## src/jrfb_pkg.sv

```systemverilog
// Package for the joystick remote frame builder: mode and register codes,
// reset values, mapping constants and the mapped-axes type.
// No dependencies.
`default_nettype none

package jrfb_pkg;

  localparam logic [1:0] MD_ACT    = 2'd0;
  localparam logic [1:0] MD_DRIVE  = 2'd1;
  localparam logic [1:0] MD_ADJUST = 2'd2;

  localparam int CFG_IDX_W = 3;
  localparam logic [CFG_IDX_W-1:0] CFG_CENTER_X     = 3'd0;
  localparam logic [CFG_IDX_W-1:0] CFG_CENTER_Y     = 3'd1;
  localparam logic [CFG_IDX_W-1:0] CFG_DEAD_BAND    = 3'd2;
  localparam logic [CFG_IDX_W-1:0] CFG_IDLE_TIMEOUT = 3'd3;
  localparam logic [CFG_IDX_W-1:0] CFG_DOWN_THR     = 3'd4;
  localparam logic [CFG_IDX_W-1:0] CFG_RX_ID        = 3'd5;

  localparam logic [15:0] CENTER_X_RST     = 16'd2180;
  localparam logic [15:0] CENTER_Y_RST     = 16'd1960;
  localparam logic [11:0] DEAD_BAND_RST    = 12'd300;
  localparam logic [31:0] IDLE_TIMEOUT_RST = 32'd60000000;
  localparam logic [9:0]  DOWN_THR_RST     = 10'd315;
  localparam logic [7:0]  RX_ID_RST        = 8'd0;

  localparam logic [15:0] X_LOW  = 16'd630;
  localparam logic [15:0] X_HIGH = 16'd3730;
  localparam logic [15:0] Y_LOW  = 16'd310;
  localparam logic [15:0] Y_HIGH = 16'd3460;

  localparam logic [11:0] YAW_FULL   = 12'd1280;
  localparam logic [9:0]  PITCH_FULL = 10'd900;
  localparam logic [9:0]  PITCH_MID  = 10'd450;

  localparam logic [15:0] Q_FULL       = 16'd65280;
  localparam logic [15:0] BRIGHT_FLOOR = 16'd2048;
  localparam logic [15:0] ACC_RST      = 16'd32768;
  localparam logic [8:0]  VOL_DEAD     = 9'd54;
  localparam logic [10:0] YAW_DEAD     = 11'd153;
  localparam logic [15:0] VOL_ROUND    = 16'd45;
  localparam logic [18:0] PCT_ROUND    = 19'd1632;

  // Reciprocals, ceil(2^k / divisor): /155 k=27, /7 k=16, /90 k=22, /51 k=18
  localparam logic [19:0] YAW_RECIP   = 20'd865921;
  localparam logic [13:0] PITCH_RECIP = 14'd9363;
  localparam logic [15:0] VOL_RECIP   = 16'd46604;
  localparam logic [12:0] PCT_RECIP   = 13'd5141;

  typedef struct packed {
    logic signed [11:0] yaw;
    logic [9:0]         pitch;
    logic               active;
  } jrfb_axes_t;

endpackage

`default_nettype wire

```

## src/joystick_remote_frame_builder.sv

```systemverilog
// Top level of the joystick remote frame builder: configuration registers,
// the tick pipeline, mode, quiet timer and tweak accumulators.
// Depends on jrfb_pkg and jrfb_map.
//
//   channel | role        | beat
//   in      | valid/ready | stick_x, stick_y, mode_press, side_held, stick_click, elapsed_us
//   out     | valid/ready | frame_target, yaw, pitch, mode_now, button_bits, sequence_res,
//           |             | volume_pct, bright_pct, going_idle
//   cfg     | write only  | cfg_we, cfg_index 0..5, cfg_data 32 bits
//
// One tick per cycle while the output is not held; a tick passes the input register
// (loaded at the accepting edge), then the mapping, ramp and frame registers
// before its frame is presented.
// An idle inactive tick leaves no frame and no state change.
// Reset clears configuration to defaults and all control state; no sweep.
// A held output backs up every stage to in_ready; up to three ticks queue behind it.
`default_nettype none

module joystick_remote_frame_builder (
  input  wire logic                              clk,
  input  wire logic                              rst_n,
  input  wire logic                              in_valid,
  output logic                                   in_ready,
  input  wire logic [15:0]                       in_stick_x,
  input  wire logic [15:0]                       in_stick_y,
  input  wire logic                              in_mode_press,
  input  wire logic                              in_side_held,
  input  wire logic                              in_stick_click,
  input  wire logic [23:0]                       in_elapsed_us,
  output logic                                   out_valid,
  input  wire logic                              out_ready,
  output logic [7:0]                             out_frame_target,
  output logic signed [11:0]                     out_yaw,
  output logic [9:0]                             out_pitch,
  output logic [1:0]                             out_mode_now,
  output logic [1:0]                             out_button_bits,
  output logic [7:0]                             out_sequence_res,
  output logic [6:0]                             out_volume_pct,
  output logic [6:0]                             out_bright_pct,
  output logic                                   out_going_idle,
  input  wire logic                              cfg_we,
  input  wire logic [jrfb_pkg::CFG_IDX_W-1:0]    cfg_index,
  input  wire logic [31:0]                       cfg_data
);
  import jrfb_pkg::*;

  function automatic logic [6:0] pct_of(input logic [15:0] acc);
    logic [18:0] n;
    logic [12:0] m;
    logic [24:0] prod;
    n    = {1'b0, acc, 2'b0} + {3'b0, acc} + PCT_ROUND;
    m    = n[18:6];
    prod = {12'b0, m} * {12'b0, PCT_RECIP};
    return prod[24:18];
  endfunction

  // configuration
  logic [15:0] center_x_r, center_y_r;
  logic [11:0] dead_band_r;
  logic [31:0] idle_timeout_r;
  logic [9:0]  down_thr_r;
  logic [7:0]  rx_id_r;

  // pipeline
  logic        s1_valid_r, s2_valid_r, s3_valid_r;
  logic [15:0] s1_x_r, s1_y_r;
  logic        s1_press_r, s1_side_r, s1_click_r;
  logic [23:0] s1_elapsed_r;
  jrfb_axes_t  map_axes;
  jrfb_axes_t  s2_axes_r, s3_axes_r;
  logic        s2_press_r, s2_side_r, s3_press_r, s3_side_r;
  logic [23:0] s2_elapsed_r, s3_elapsed_r;
  logic signed [10:0] s3_dvol_r, s3_dbri_r;

  // state
  logic [1:0]  mode_r, mode_nxt;
  logic [7:0]  seq_r;
  logic        idle_r;
  logic [31:0] quiet_r, quiet_nxt;
  logic [15:0] vol_acc_r, vol_acc_nxt, bri_acc_r, bri_acc_nxt;

  // output register
  logic        out_valid_r;

  // handshake
  logic emit, out_free, fire3, take, rdy2, rdy3, mv1, mv2;

  // ramp deltas
  logic signed [10:0] pd;
  logic [8:0]         apd;
  logic [15:0]        vn;
  logic [31:0]        vprod;
  logic [9:0]         vq;
  logic [10:0]        ay, ay1;
  logic signed [10:0] dvol, dbri;

  // frame stage
  logic [32:0]        quiet_sum;
  logic               leaving;
  logic signed [17:0] vol_sum, bri_sum;
  logic [15:0]        vol_clamped, bri_clamped;
  logic [1:0]         buttons;

  jrfb_map u_map (
    .stick_x     (s1_x_r),
    .stick_y     (s1_y_r),
    .mode_press  (s1_press_r),
    .side_held   (s1_side_r),
    .stick_click (s1_click_r),
    .center_x    (center_x_r),
    .center_y    (center_y_r),
    .dead_band   (dead_band_r),
    .axes        (map_axes)
  );

  always_ff @(posedge clk) begin
    if (!rst_n) begin
      center_x_r     <= CENTER_X_RST;
      center_y_r     <= CENTER_Y_RST;
      dead_band_r    <= DEAD_BAND_RST;
      idle_timeout_r <= IDLE_TIMEOUT_RST;
      down_thr_r     <= DOWN_THR_RST;
      rx_id_r        <= RX_ID_RST;
    end else if (cfg_we) begin
      case (cfg_index)
        CFG_CENTER_X:     center_x_r     <= cfg_data[15:0];
        CFG_CENTER_Y:     center_y_r     <= cfg_data[15:0];
        CFG_DEAD_BAND:    dead_band_r    <= cfg_data[11:0];
        CFG_IDLE_TIMEOUT: idle_timeout_r <= cfg_data;
        CFG_DOWN_THR:     down_thr_r     <= cfg_data[9:0];
        CFG_RX_ID:        rx_id_r        <= cfg_data[7:0];
        default: ;
      endcase
    end
  end

  always_comb begin
    emit     = ~idle_r | s3_axes_r.active;
    out_free = ~out_valid_r | out_ready;
    fire3    = s3_valid_r & (out_free | ~emit);
    take     = fire3 & emit;
    rdy3     = ~s3_valid_r | fire3;
    rdy2     = ~s2_valid_r | rdy3;
    in_ready = ~s1_valid_r | rdy2;
    mv1      = s1_valid_r & rdy2;
    mv2      = s2_valid_r & rdy3;
  end

  // ramp deltas from mapped axes
  always_comb begin
    pd    = $signed({1'b0, s2_axes_r.pitch}) - $signed({1'b0, PITCH_MID});
    apd   = pd[10] ? 9'(-pd) : pd[8:0];
    vn    = {apd, 7'b0} + VOL_ROUND;
    vprod = {16'b0, vn} * {16'b0, VOL_RECIP};
    vq    = vprod[31:22];
    if (apd > VOL_DEAD) begin
      dvol = pd[10] ? $signed(-{1'b0, vq}) : $signed({1'b0, vq});
    end else begin
      dvol = '0;
    end

    ay  = s2_axes_r.yaw[11] ? 11'(-s2_axes_r.yaw) : s2_axes_r.yaw[10:0];
    ay1 = ay + 11'd1;
    if (ay > YAW_DEAD) begin
      dbri = s2_axes_r.yaw[11] ? $signed(-{1'b0, ay1[10:1]}) : $signed({1'b0, ay1[10:1]});
    end else begin
      dbri = '0;
    end
  end

  // frame stage
  always_comb begin
    mode_nxt = mode_r;
    if (s3_press_r) begin
      case (mode_r)
        MD_ACT:   mode_nxt = MD_DRIVE;
        MD_DRIVE: mode_nxt = MD_ADJUST;
        default:  mode_nxt = MD_ACT;
      endcase
    end

    quiet_sum = {1'b0, quiet_r} + {9'b0, s3_elapsed_r};
    if (s3_axes_r.active) begin
      quiet_nxt = '0;
    end else if (quiet_sum[32]) begin
      quiet_nxt = '1;
    end else begin
      quiet_nxt = quiet_sum[31:0];
    end
    leaving = quiet_nxt > idle_timeout_r;

    vol_sum = $signed({2'b0, vol_acc_r}) + $signed({{7{s3_dvol_r[10]}}, s3_dvol_r});
    bri_sum = $signed({2'b0, bri_acc_r}) + $signed({{7{s3_dbri_r[10]}}, s3_dbri_r});

    if (vol_sum < 18'sd0) begin
      vol_clamped = '0;
    end else if (vol_sum > $signed({2'b0, Q_FULL})) begin
      vol_clamped = Q_FULL;
    end else begin
      vol_clamped = vol_sum[15:0];
    end

    if (bri_sum < $signed({2'b0, BRIGHT_FLOOR})) begin
      bri_clamped = BRIGHT_FLOOR;
    end else if (bri_sum > $signed({2'b0, Q_FULL})) begin
      bri_clamped = Q_FULL;
    end else begin
      bri_clamped = bri_sum[15:0];
    end

    vol_acc_nxt = (mode_nxt == MD_ADJUST) ? vol_clamped : vol_acc_r;
    bri_acc_nxt = (mode_nxt == MD_ADJUST) ? bri_clamped : bri_acc_r;

    buttons = {s3_side_r, (mode_nxt == MD_ACT) && (s3_axes_r.pitch <= down_thr_r)};
  end

  always_ff @(posedge clk) begin
    if (!rst_n) begin
      s1_valid_r  <= 1'b0;
      s2_valid_r  <= 1'b0;
      s3_valid_r  <= 1'b0;
      out_valid_r <= 1'b0;
      mode_r      <= MD_ACT;
      seq_r       <= '0;
      idle_r      <= 1'b0;
      quiet_r     <= '0;
      vol_acc_r   <= ACC_RST;
      bri_acc_r   <= ACC_RST;
    end else begin
      if (in_ready) begin
        s1_valid_r <= in_valid;
      end
      if (rdy2) begin
        s2_valid_r <= s1_valid_r;
      end
      if (rdy3) begin
        s3_valid_r <= s2_valid_r;
      end
      if (take) begin
        out_valid_r <= 1'b1;
        mode_r      <= mode_nxt;
        seq_r       <= seq_r + 8'd1;
        idle_r      <= leaving;
        quiet_r     <= quiet_nxt;
        vol_acc_r   <= vol_acc_nxt;
        bri_acc_r   <= bri_acc_nxt;
      end else if (out_ready) begin
        out_valid_r <= 1'b0;
      end
    end
  end

  always_ff @(posedge clk) begin
    if (in_valid && in_ready) begin
      s1_x_r       <= in_stick_x;
      s1_y_r       <= in_stick_y;
      s1_press_r   <= in_mode_press;
      s1_side_r    <= in_side_held;
      s1_click_r   <= in_stick_click;
      s1_elapsed_r <= in_elapsed_us;
    end
    if (mv1) begin
      s2_axes_r    <= map_axes;
      s2_press_r   <= s1_press_r;
      s2_side_r    <= s1_side_r;
      s2_elapsed_r <= s1_elapsed_r;
    end
    if (mv2) begin
      s3_axes_r    <= s2_axes_r;
      s3_press_r   <= s2_press_r;
      s3_side_r    <= s2_side_r;
      s3_elapsed_r <= s2_elapsed_r;
      s3_dvol_r    <= dvol;
      s3_dbri_r    <= dbri;
    end
    if (take) begin
      out_frame_target <= rx_id_r;
      out_yaw          <= s3_axes_r.yaw;
      out_pitch        <= s3_axes_r.pitch;
      out_mode_now     <= mode_nxt;
      out_button_bits  <= buttons;
      out_sequence_res <= seq_r;
      out_volume_pct   <= pct_of(vol_acc_nxt);
      out_bright_pct   <= pct_of(bri_acc_nxt);
      out_going_idle   <= leaving;
    end
  end

  assign out_valid = out_valid_r;

  a_seq_advances: assert property (@(posedge clk) disable iff (!rst_n)
    take |=> seq_r == $past(seq_r) + 8'd1)
    else $error("frame counter did not advance on an emitted frame");

  a_idle_drop_holds: assert property (@(posedge clk) disable iff (!rst_n)
    (fire3 && !emit) |=> $stable(mode_r) && $stable(quiet_r) && $stable(idle_r)
      && $stable(vol_acc_r) && $stable(bri_acc_r) && $stable(seq_r))
    else $error("dropped idle tick changed state");

  a_acc_range: assert property (@(posedge clk) disable iff (!rst_n)
    vol_acc_r <= Q_FULL && bri_acc_r >= BRIGHT_FLOOR && bri_acc_r <= Q_FULL)
    else $error("tweak accumulator out of range");

  a_no_overwrite: assert property (@(posedge clk) disable iff (!rst_n)
    (take && out_valid_r) |-> out_ready)
    else $error("frame written over an untaken beat");

endmodule

`default_nettype wire

```

## src/jrfb_map.sv

```systemverilog
// Stick mapping: activity detect, deadzone snap and linear map of both axes
// to saturated yaw and pitch. Purely combinational.
// Depends on jrfb_pkg.
`default_nettype none

module jrfb_map (
  input  wire logic [15:0]        stick_x,
  input  wire logic [15:0]        stick_y,
  input  wire logic               mode_press,
  input  wire logic               side_held,
  input  wire logic               stick_click,
  input  wire logic [15:0]        center_x,
  input  wire logic [15:0]        center_y,
  input  wire logic [11:0]        dead_band,
  output jrfb_pkg::jrfb_axes_t    axes
);
  import jrfb_pkg::*;

  logic signed [16:0] dx, dy;
  logic [15:0]        adx, ady;
  logic [15:0]        dz_ext;
  logic [15:0]        xs, ys;
  logic [11:0]        xt, yt;
  logic [18:0]        xn;
  logic [38:0]        xprod;
  logic [11:0]        xf;
  logic [12:0]        yn;
  logic [25:0]        yprod;

  always_comb begin
    dz_ext = {4'b0, dead_band};
    dx = $signed({1'b0, stick_x}) - $signed({1'b0, center_x});
    dy = $signed({1'b0, stick_y}) - $signed({1'b0, center_y});
    adx = dx[16] ? 16'(-dx) : dx[15:0];
    ady = dy[16] ? 16'(-dy) : dy[15:0];

    axes.active = mode_press | side_held | stick_click | (adx > dz_ext) | (ady > dz_ext);

    xs = (adx < dz_ext) ? center_x : stick_x;
    ys = (ady < dz_ext) ? center_y : stick_y;

    xt    = 12'(xs - X_LOW);
    xn    = {xt, 7'b0};
    xprod = {20'b0, xn} * {19'b0, YAW_RECIP};
    xf    = xprod[38:27];

    yt    = 12'(ys - Y_LOW);
    yn    = {yt, 1'b0};
    yprod = {13'b0, yn} * {12'b0, PITCH_RECIP};

    if (xs <= X_LOW) begin
      axes.yaw = $signed(YAW_FULL);
    end else if (xs >= X_HIGH) begin
      axes.yaw = $signed(-YAW_FULL);
    end else begin
      axes.yaw = $signed(YAW_FULL - xf);
    end

    if (ys <= Y_LOW) begin
      axes.pitch = '0;
    end else if (ys >= Y_HIGH) begin
      axes.pitch = PITCH_FULL;
    end else begin
      axes.pitch = yprod[25:16];
    end
  end

endmodule

`default_nettype wire

```

## config.mk

```make
export PLATFORM = sky130hd
export DESIGN_NAME = joystick_remote_frame_builder
export DESIGN_NICKNAME = d
export VERILOG_FILES = /design/src/jrfb_pkg.sv /design/src/joystick_remote_frame_builder.sv /design/src/jrfb_map.sv
export SDC_FILE = /design/constraint.sdc
export NUM_CORES = 2
export LEC_CHECK = 0
export BUFFER_PORTS_ARGS = -buffer_cell sky130_fd_sc_hd__buf_4
export CAP_MARGIN = 20
export CORE_MARGIN = 2
export CORE_UTILIZATION = 35
export DETAILED_ROUTE_END_ITERATION = 12
export GPL_TIMING_DRIVEN = 0
export PLACE_DENSITY_LB_ADDON = 0.3
export SLEW_MARGIN = 20
export SYNTH_ARGS = -nofsm -noshare
export SYNTH_HDL_FRONTEND = slang
export SYNTH_SLANG_ARGS = --single-unit
```

## constraint.sdc

```tcl
create_clock -name clk -period 34.2 [get_ports clk]
set_input_delay 5.13 -clock clk [delete_from_list [all_inputs] [get_ports clk]]
set_output_delay 5.13 -clock clk [all_outputs]
set_load 0.01 [all_outputs]
```

==> results by group <==
Synthesis
  – Mapped cell area: 36,300 um2
  – Flop and latch count out of synthesis: 409
  – Syn_nets: 4,783
  – Number of synthesized flops with an enable pin: 236
  – Async set-reset flop share out of synthesis: 0
  – Ys flop type: edfxtp_1
  – Yosys Warn Count: 0
  – Register area share after synthesis: 0.290
  – Synth unique cells: 95
  – Synthesized instance count: 3,925
  – Avg Cell Area, Syn: 9.26 um2

Routing
  – Routed WL: 94.9 mm
  – 1st-iter DRT viols: 1,730
  – Vias per inst: 5.10
  – DR pass1 iterations: 5
  – Post-DRT Antenna Nets: 0
  – DR DRC count: 0
  – Vias: 28,400
  – WL per Instance: 17.0 um

Final layout
  – Fin util: 0.399
  – Finished Layout Cells: 5,568
  – Final instance area: 41,200 um2
  – Final #Nets: 5,003
  – Area grow syn2layout: 13.3%
  – Share of post-route cells with drive strength above 1: 0.0762

Timing
  – Worst clock skew: 0.0184 ns
  – Final min period: 15.03 ns
  – Final Slew Violations: 0
  – Total negative slack: 0 ns
  – Maximum operating frequency: 66.5 MHz
  – Max transition margin: 0.288
  – Worst-Margin Slew: 1.04 ns
  – Final hold violations: 0
  – Setup-failing EPs final: 0
  – Setup ws final: 19.17 ns
  – Unrepaired setup endpoints after global routing: no
  – Worst hold slack: 0.411 ns
  – Final period utilization: 0.440

Placed design
  – Worst slack at placement: 19.33 ns
  – Placed cells: 5,473
  – Port Buf Inserts: 156
  – DP Area: 39,600 um2
  – DP HPWL: 77.4 mm
  – GPL Wtd Cong: 0.932

Setup path
  – Arrival time at the worst endpoint: 15.45 ns
  – Reg2reg setup slack: 19.17 ns
  – WS Path Type: flop to flop
  – Worst endpoint required time: 34.62 ns
  – Crit path launch type: flop
  – Max stage delay on crit path: 0.87 ns
  – Most Frequent Cell on Critical Path: inv_1
  – Crit Path Max Fanout: 10
  – Critical path endpoint category: flop
  – Cell with the largest stage delay on the worst path: mux2i_1

GRT
  – GRT overflow: 0
  – Largest net degree at the start of global routing: 37
  – GR Util All Layers: 0.177
  – Antenna violations before repair: 4
  – First-pass GRT wire length: 150 mm
  – Vias in the first global route: 27,900

Die
  – Die width: 326 um
  – Die Area: 106,000 um2
  – Row cnt: 118
  – Core box area: 103,000 um2
  – Initial core utilization: 0.352
  – IO Pins: 158
  – Die Height: 326 um

Pwr
  – Maximum VDD drop: 0.127 mV
  – Internal power: 2.25 mW
  – Net switching power: 2.06 mW
  – Final total power: 4.31 mW
  – Clk pwr share: 0.123
  – Cell area power density: 105 nW/um2
  – Combinational share of power: 0.732
  – Pleak: 18.5 nW
  – Sequential share of power: 0.145
  – Switch share: 0.477

CTS
  – Clock slew at reported path FFs: 0.07 ns
  – Post-CTS Setup Inserts: 0
  – CTS Hold Buffers Added: 0
  – Worst-Skew Late Latency: 0.64 ns
  – Maximum clock insertion buffer count: 3
  – Post-CTS Resized: 0
  – CTS tree: yes
  – CTS Root Cell: clkbuf_16
  – CTS HTree Levels: 2
  – TritonCTS Buffers: 50
  – CTS Sinks: 409

Job
  – Max-cap violations: 0

Outcome
  – Status: completed

Hold path
  – HP Class: flop to flop
==> power groups by stage <==
| stage | clock (mW) | sequential (mW) | combinational (mW) |
|---|---|---|---|
| 2_1_floorplan | 0 | 0.625 | 2.51 |
| 4_1_cts | 0.545 | 0.624 | 3.19 |
| 3_5_place_dp | 0 | 0.635 | 3.15 |
| 6_report | 0.529 | 0.624 | 3.15 |
| 3_3_place_gp | 0 | 0.637 | 3.11 |
| 5_1_grt | 0.562 | 0.627 | 3.64 |
==> state kept, by name, summed over array words and instances (netlist names), 12 cells and up <==
name and count:
s3_elapsed_r 24, quiet_r 32, idle_timeout_r 32, s1_x_r 16, s2_elapsed_r 24, s1_elapsed_r 24
dead_band_r 12, s3_axes_r 23, center_y_r 16, vol_acc_r 16, out_yaw 12, bri_acc_r 16
s1_y_r 16, s2_axes_r 23, center_x_r 16
==> cells by family (layout without fill, tap and decap cells) <==
| logic type | Yosys count | after routing | synth area share |
|---|---|---|---|
| mux | 31 | 31 | 0.00888 |
| other cells | 0 | 1 | 0 |
| flops | 409 | 409 | 0.290 |
| compound gates | 833 | 833 | 0.150 |
| simple gates | 1073 | 1073 | 0.143 |
| fa+ha+maj | 759 | 759 | 0.290 |
| buf+inv | 585 | 847 | 0.0608 |
| xor+xnor | 235 | 235 | 0.0566 |
==> critical path, delay by kind of cell (launching register included) <==
| kind | cells | cell delay [ns] |
|---|---|---|
| muxes | 2 | 1.08 |
| adders and majority gates | 10 | 4.01 |
| buffers and inverters | 9 | 1.08 |
| DFF | 1 | 0.44 |
| and+or+nand+nor | 13 | 2.90 |
| AOI/OAI and AO/OA | 18 | 5.30 |
==> per-layer routing <==
metal  vias to the layer above  global-route usage  routed length, um
met5                         -                   0                  0
met3                       114              0.0257               4620
met1                     13400               0.238              43600
met2                       546               0.297              44300
li1                      14300                   -                  -
met4                         0              0.0457               2350
==> synthesized netlist by cell type, drive strengths merged (61+ instances only) <==
master  count  area, um2
ha        621       7770
inv       489       1840
nand2     367       1380
a21oi     279       1400
nor2      247        930
edfxtp    236       7090
dfxtp     173       3460
fa        138       2760
xnor2     134       1170
o21ai     125        626
xor2      101        885
clkbuf     84        315
nand3      79        395
nor3       73        365
a21o       61        458
==> area by class of cell <==
class                   instances  area (um2)
diodes                          1        2.50
plain buffers                  96         378
clock buffers                  63        1330
clock inverters                31         287
fillers                     10400       62000
inverters                     489        1840
multi-input cells            2931       23600
flip-flops and latches        409       10600
well taps                    1380        1730
repair buffers                168        1450
==> worst paths after layout <==
kind | cells after the start | endpoint | start
worst max-delay path | 52 | s2_axes_r[22] | s1_x_r[0]
worst min-delay path | 0 | out_yaw[7] | s3_axes_r[18]
worst max register to register | 52 | s2_axes_r[22] | s1_x_r[0]
worst min register to register | 0 | out_yaw[7] | s3_axes_r[18]
==> cell usage in the layout (no fill, tap or decap), types with 11 or more instances in the layout <==
| cell | synthesis | final |
|---|---|---|
| ha_1 | 621 | 621 |
| inv_1 | 488 | 488 |
| nand2_1 | 367 | 367 |
| a21oi_1 | 279 | 279 |
| nor2_1 | 246 | 246 |
| edfxtp_1 | 236 | 236 |
| dfxtp_1 | 173 | 173 |
| buf_4 | 0 | 156 |
| fa_1 | 138 | 138 |
| xnor2_1 | 134 | 134 |
| o21ai_0 | 122 | 122 |
| xor2_1 | 101 | 101 |
| clkbuf_1 | 84 | 93 |
| nand3_1 | 79 | 79 |
| nor3_1 | 73 | 73 |
| a21o_1 | 61 | 61 |
| o21a_1 | 56 | 56 |
| o211ai_1 | 51 | 51 |
| clkbuf_16 | 0 | 50 |
| nor2b_1 | 44 | 43 |
| a211oi_1 | 38 | 38 |
| a31oi_1 | 34 | 33 |
| and3_1 | 32 | 32 |
| nand2b_1 | 29 | 29 |
| nand4_1 | 28 | 28 |
| or3_1 | 25 | 25 |
| and2_1 | 22 | 22 |
| o31ai_1 | 21 | 21 |
| mux2i_1 | 21 | 21 |
| nand3b_1 | 18 | 18 |
| o21bai_1 | 16 | 16 |
| or2_2 | 16 | 16 |
| nor4_1 | 15 | 15 |
| nor3b_1 | 14 | 14 |
| or4_1 | 12 | 12 |
| a211o_1 | 12 | 12 |
| a22oi_1 | 11 | 11 |
No activity file was read; power rests on OpenSTA's default activity.
